## config.mk

```make
export PLATFORM = sky130hd
export DESIGN_NAME = ffpa_cell
export DESIGN_NICKNAME = d
export VERILOG_FILES = /design/src/rtl/ffpa_pkg.sv /design/src/rtl/ffpa_cell.sv
export SDC_FILE = /design/constraint.sdc
export NUM_CORES = 1
export LEC_CHECK = 0
export ABC_AREA = 1
export BUFFER_PORTS_ARGS = -buffer_cell sky130_fd_sc_hd__buf_2
export CAP_MARGIN = 20
export CORE_MARGIN = 2
export CORE_UTILIZATION = 43
export CTS_CLUSTER_DIAMETER = 200
export CTS_CLUSTER_SIZE = 16
export DETAILED_ROUTE_END_ITERATION = 16
export GPL_ROUTABILITY_DRIVEN = 0
export PLACE_DENSITY = 0.89
export SKIP_LAST_GASP = 1
export SYNTH_ARGS = -nofsm -noshare
export SYNTH_HDL_FRONTEND = slang
export SYNTH_SLANG_ARGS = --single-unit
```

## constraint.sdc

```tcl
create_clock -name clk -period 9.5 [get_ports clk]
set_clock_uncertainty 0.1 [all_clocks]
set_input_delay 1.9 -clock clk [delete_from_list [all_inputs] [get_ports clk]]
set_output_delay 1.9 -clock clk [all_outputs]
set_load 0.01 [all_outputs]
```

## src/rtl/ffpa_pkg.sv

```systemverilog
package ffpa_pkg;

  // Operation codes carried in the func field
  typedef enum logic {
    OP_ALLOC = 1'b0,
    OP_FREE  = 1'b1
  } op_e;

  // Controller states
  typedef enum logic [2:0] {
    ST_IDLE,
    ST_LAUNCH,
    ST_SCAN,
    ST_PREP,
    ST_COMMIT
  } state_e;

  localparam int SIZE_W = 16;
  localparam int ADDR_W = 16;

  // Run length in bytes, saturated at 64 KiB so it always covers any request
  localparam int                RUN_W   = SIZE_W + 1;
  localparam logic [RUN_W-1:0]  RUN_CAP = RUN_W'(65536);

  typedef struct packed {
    logic              func;
    logic [SIZE_W-1:0] size_bytes;
    logic [ADDR_W-1:0] address;
  } in_item_t;

  typedef struct packed {
    logic              status;
    logic [ADDR_W-1:0] block_offset;
    logic [SIZE_W-1:0] freed_bytes;
  } out_item_t;

  // Scan token handed from cell to cell
  typedef struct packed {
    logic             valid;
    logic             found;
    logic [RUN_W-1:0] run_bytes;
  } wave_t;

  // Broadcast from the controller to every cell
  typedef struct packed {
    logic commit;
    op_e  op;
  } ctl_t;

endpackage

```

## src/rtl/ffpa_cell.sv

```systemverilog
module ffpa_cell #(
  parameter int PAGE_BYTES = 256,
  parameter int PAGE_TOTAL = 256,
  parameter int IDX        = 0
) (
  input  logic                                                     clk,
  input  logic                                                     rst_n,
  input  ffpa_pkg::ctl_t                                           ctl,
  input  logic [ffpa_pkg::SIZE_W-1:0]                              req_size,
  input  logic [ffpa_pkg::ADDR_W-1:0]                              req_addr,
  input  logic [$clog2(PAGE_TOTAL)-1:0]                            base_idx,
  input  logic [(($clog2(PAGE_TOTAL*PAGE_BYTES) > 16) ?
                 $clog2(PAGE_TOTAL*PAGE_BYTES) : 16):0]            end_off,
  input  ffpa_pkg::wave_t                                          wave_in,
  input  logic [$clog2(PAGE_TOTAL)-1:0]                            idx_in,
  output ffpa_pkg::wave_t                                          wave_out,
  output logic [$clog2(PAGE_TOTAL)-1:0]                            idx_out
);
  import ffpa_pkg::*;

  localparam int PW = $clog2(PAGE_TOTAL);
  localparam int OW = $clog2(PAGE_TOTAL * PAGE_BYTES);
  localparam int CW = (OW > 16) ? OW : 16;
  localparam int EW = CW + 1;

  localparam logic [PW-1:0]    MY_IDX  = PW'(IDX);
  localparam logic [CW-1:0]    MY_OFF  = CW'(IDX * PAGE_BYTES);
  localparam logic [RUN_W:0]   PB_RUN  = (RUN_W + 1)'(PAGE_BYTES);

  logic            used_r, used_nxt;
  logic            start_r, start_nxt;
  wave_t           wave_r, wave_nxt;
  logic [PW-1:0]   idx_r, idx_nxt;

  logic [RUN_W:0]   run_sum;
  logic [RUN_W-1:0] run_sat;
  logic             in_range;
  logic             is_base;

  assign run_sum = {1'b0, wave_in.run_bytes} + PB_RUN;
  assign run_sat = (run_sum > {1'b0, RUN_CAP}) ? RUN_CAP : run_sum[RUN_W-1:0];

  // Advance the scan token one page
  always_comb begin
    wave_nxt = wave_in;
    idx_nxt  = idx_in;
    if (wave_in.valid && !wave_in.found) begin
      case (ctl.op)
        OP_ALLOC: begin
          if (used_r) begin
            wave_nxt.run_bytes = '0;
          end else begin
            if (wave_in.run_bytes == '0) begin
              idx_nxt = MY_IDX;
            end
            wave_nxt.run_bytes = run_sat;
            if (run_sat >= {1'b0, req_size}) begin
              wave_nxt.found = 1'b1;
            end
          end
        end
        OP_FREE: begin
          if (start_r && (MY_OFF == CW'(req_addr))) begin
            wave_nxt.found = 1'b1;
            idx_nxt        = MY_IDX;
          end
        end
        default: ;
      endcase
    end
  end

  assign in_range = (MY_IDX >= base_idx) && (EW'(MY_OFF) < end_off);
  assign is_base  = (MY_IDX == base_idx);

  // Mark or release the page when the block covers it
  always_comb begin
    used_nxt  = used_r;
    start_nxt = start_r;
    if (ctl.commit) begin
      if (in_range) begin
        used_nxt = (ctl.op == OP_ALLOC);
      end
      if (is_base) begin
        start_nxt = (ctl.op == OP_ALLOC);
      end
    end
  end

  always_ff @(posedge clk) begin
    if (!rst_n) begin
      used_r  <= (IDX == 0);
      start_r <= 1'b0;
      wave_r  <= '0;
    end else begin
      used_r  <= used_nxt;
      start_r <= start_nxt;
      wave_r  <= wave_nxt;
    end
  end

  always_ff @(posedge clk) begin
    idx_r <= idx_nxt;
  end

  assign wave_out = wave_r;
  assign idx_out  = idx_r;

endmodule

```

==> impl_metrics.env <==
export IMPL_status="finished, final reports clean"
export IMPL_place_inst=445
export IMPL_maxClockFrequency_mhz=224
export IMPL_ys_seq_area_share_pct=29.8
export IMPL_routed_via_density=4.87
export IMPL_post_cts_setup_buffers=0
export IMPL_min_from="start_r"
export IMPL_cts_made_buffers=5
export IMPL_setup_tns_final_ns=0
export IMPL_globalRoute_totalOverflow=0
export IMPL_dp_hpwl_um=4590
export IMPL_critical_path_required_ns=9.57
export IMPL_worst_slew_margin_rel_pct=35.0
export IMPL_grt_max_degree=14
export IMPL_postCtsResizedCells=0
export IMPL_worst_skew_pair_late_latency_ns=0.27
export IMPL_synth_cell_types=33
export IMPL_crit_arrival_ns=4.54
export IMPL_ys_seq_elements=29
export IMPL_power_density_nw_per_um2=111
export IMPL_initial_utilization_pct=44.7
export IMPL_post_synth_instance_area_um2=1950
export IMPL_cts_max_level=2
export IMPL_nets=507
export IMPL_ctsLongestPathBuffers=2
export IMPL_hold_path_class="reg2reg"
export IMPL_cts_hold_buf=0
export IMPL_drive_gt1_share_pct=34.2
export IMPL_fin_util_pct=60.7
export IMPL_synthArstFlopShare_pct=0
export IMPL_ios=115
export IMPL_yosys_top_cells_area="dfxtp_1 30%, ha_1 12%, nand2_1 11%"
export IMPL_max_cap_violations=0
export IMPL_num_vias=2206
export IMPL_vdd_ir_drop_worst_uv=100
export IMPL_count_of_tritonroute_iterations_in_the_first_routing_pass=4
export IMPL_timing_hold_worst_endpoint="start_r"
export IMPL_avgRoutedWirePerCell_um=11.6
export IMPL_synthTopCellsByCount="57 x nand2_1, 54 x inv_1, 38 x nor2_1"
export IMPL_area_growth_synth_to_final_pct=35.9
export IMPL_rsz0062_at_grt="no"
export IMPL_nFillCells=427
export IMPL_drt_iter0_markers=101
export IMPL_tritoncts="yes"
export IMPL_antenna_cells=0
export IMPL_number_of_cells_traversed_by_the_worst_hold_path=2
export IMPL_crit_reg2reg_capture="idx_out[2]"
export IMPL_maxSlewViolCount=0
export IMPL_p_leak_uw=0.00154
export IMPL_drcViolationCount=0
export IMPL_critical_path_class="in2reg"
export IMPL_worstPathMaxFanout=13
export IMPL_placement_rows=24
export IMPL_clock_sinks=29
export IMPL_final_hold_violation_count=0
export IMPL_syn_mean_instance_area_um2=6.90
export IMPL_r2r_slack_ns=7.73
export IMPL_grt_antenna_before_repair=0
export IMPL_global_route_usage_total_pct=21.2
export IMPL_syn_instance_count=282
export IMPL_ys_dominant_reg_cell="dfxtp_1"
export IMPL_ctsRootBufferMaster="clkbuf_8"
export IMPL_grt_first_pass_wirelength_um=8810
export IMPL_timing_rr_start="used_r"
export IMPL_syn_num_nets=389
export IMPL_synthDominantAreaCellType="dfxtp_1"
export IMPL_totalWireLength_um=5270
export IMPL_worst_setup_path_start_kind="primary input"
export IMPL_io_buffers=114
export IMPL_synth_yosys_warnings=0
export IMPL_synth_most_common_cell="nand2_1"
export IMPL_setup_violations=0
export IMPL_floorplan_die_height_um=71.3
export IMPL_die_width_um=71.3
export IMPL_ff2ff_path_depth=6
export IMPL_final_min_period_over_clock_period_pct=47.0
export IMPL_setup_worst_path_end_class="flip-flop"
export IMPL_post_synth_top_area_fraction_pct=29.8
export IMPL_count_of_flip_flops_with_a_built_in_enable_after_synthesis=0
export IMPL_die_area_um2=5080
export IMPL_grt_pass1_vias=2082
export IMPL_tightest_slew_ns=0.967
export IMPL_fin_cells=453
export IMPL_clk_pin_slew_ns=0.06
export IMPL_timing_final_crit_period_ns=4.47
export IMPL_floorplan_core_area_um2=4350
export IMPL_route_antenna_remaining_nets=0
[worst max-delay path by stage]
stage / end / slack, ns / cells past startpoint / startpoint
3_5_place_dp: wave_out[17] / 4.77 / 27 / wave_in[8]
4_1_cts: wave_out[17] / 5.04 / 27 / wave_in[8]
5_1_grt: wave_out[17] / 4.69 / 27 / wave_in[8]
6_report: wave_out[17] / 5.03 / 27 / wave_in[8]
2_1_floorplan: wave_out[17] / 5.19 / 23 / wave_in[8]
3_3_place_gp: wave_out[17] / 4.88 / 27 / wave_in[8]
[final cells by class]
| class | count | area [um2] | share of cell area [%] |
|---|---|---|---|
| clock buffers | 5 | 68.8 | 2.60 |
| repair buffers | 114 | 571 | 21.6 |
| flip-flops and latches | 29 | 581 | 21.9 |
| multi-input cells | 194 | 1130 | 42.8 |
| inverters | 56 | 210 | 7.95 |
| well taps | 52 | 65.1 | 2.46 |
| clock inverters | 3 | 17.5 | 0.662 |
[state kept, by name, summed over array words and instances (netlist names)]
signal,cells
wave_out,19
idx_out,8
start_r,1
used_r,1
[stage by stage]
stage	area, um2	worst slack (ns)	hold WS, ns	power [uW]
6_report	2650	5.03	0.372	295
5_1_grt	2650	4.69	0.417	313
4_1_cts	2650	5.04	0.374	297
3_5_place_dp	2560	4.77	0.366	202
3_3_place_gp	2560	4.88	0.361	200
2_1_floorplan	1950	5.19	0.347	168
[routing by layer]
| metal | share of wire (%) | wire, um | vias up | global-route usage (%) |
|---|---|---|---|---|
| met5 | 0 | 0 | - | 0 |
| met4 | 0.51 | 27 | 0 | 3.35 |
| met3 | 6.1 | 324 | 6 | 4.64 |
| met2 | 51 | 2700 | 70 | 38.2 |
| met1 | 42 | 2220 | 997 | 26.3 |
| li1 | - | - | 1133 | - |
[worst max-delay path: stages]
cell and delay (ns):
buf_2 0.14, ha_1 0.24, nand3_2 0.11, xor2_1 0.23, nand2_1 0.08, nor2_1 0.13, nand4_2 0.13, nand2_4 0.16
nand2_4 0.12, nor2_1 0.19, ha_1 0.26, nand2_1 0.08, inv_1 0.04, nand2_1 0.05, nand2_1 0.05, nand2_1 0.05
nand3_1 0.06, nand2_1 0.06, nand2_1 0.04, nand2_1 0.05, nand2_1 0.05, nand2_1 0.06, nand2_1 0.05, nand2_1 0.05
nand2_1 0.04, nand2_1 0.06, nand2_1 0.04
[cells by family after synthesis]
logic type,share of synthesized area [%]
DFF,29.8
AOI/OAI and AO/OA,6.62
xor gates and xnor gates,3.09
buffers and inverters,12.0
adders and majority gates,12.2
and+or+nand+nor,36.3
[where the power goes]
part / switching [uW] / leakage [uW] / total (uW) / internal [uW]
combinational: 38.4 / 0.00125 / 70.1 / 31.7
clock: 44.8 / 0.0000439 / 95.1 / 50.3
sequential: 1.42 / 0.000242 / 129 / 128
total: 84.6 / 0.00154 / 295 / 210
[cell usage in the layout, fill, tap and decap left out, drive strengths merged]
cell	n
a21o	1
a21oi	22
a22oi	1
buf	114
clkbuf	5
clkinv	4
clkinvlp	1
dfxtp	29
ha	19
inv	54
nand2	61
nand2b	1
nand3	9
nand3b	3
nand4	14
nor2	40
nor3	2
nor3b	1
nor4	9
or2	4
or4	1
xnor2	1
xor2	5
Note: power is estimated with default switching activity, not from simulation.
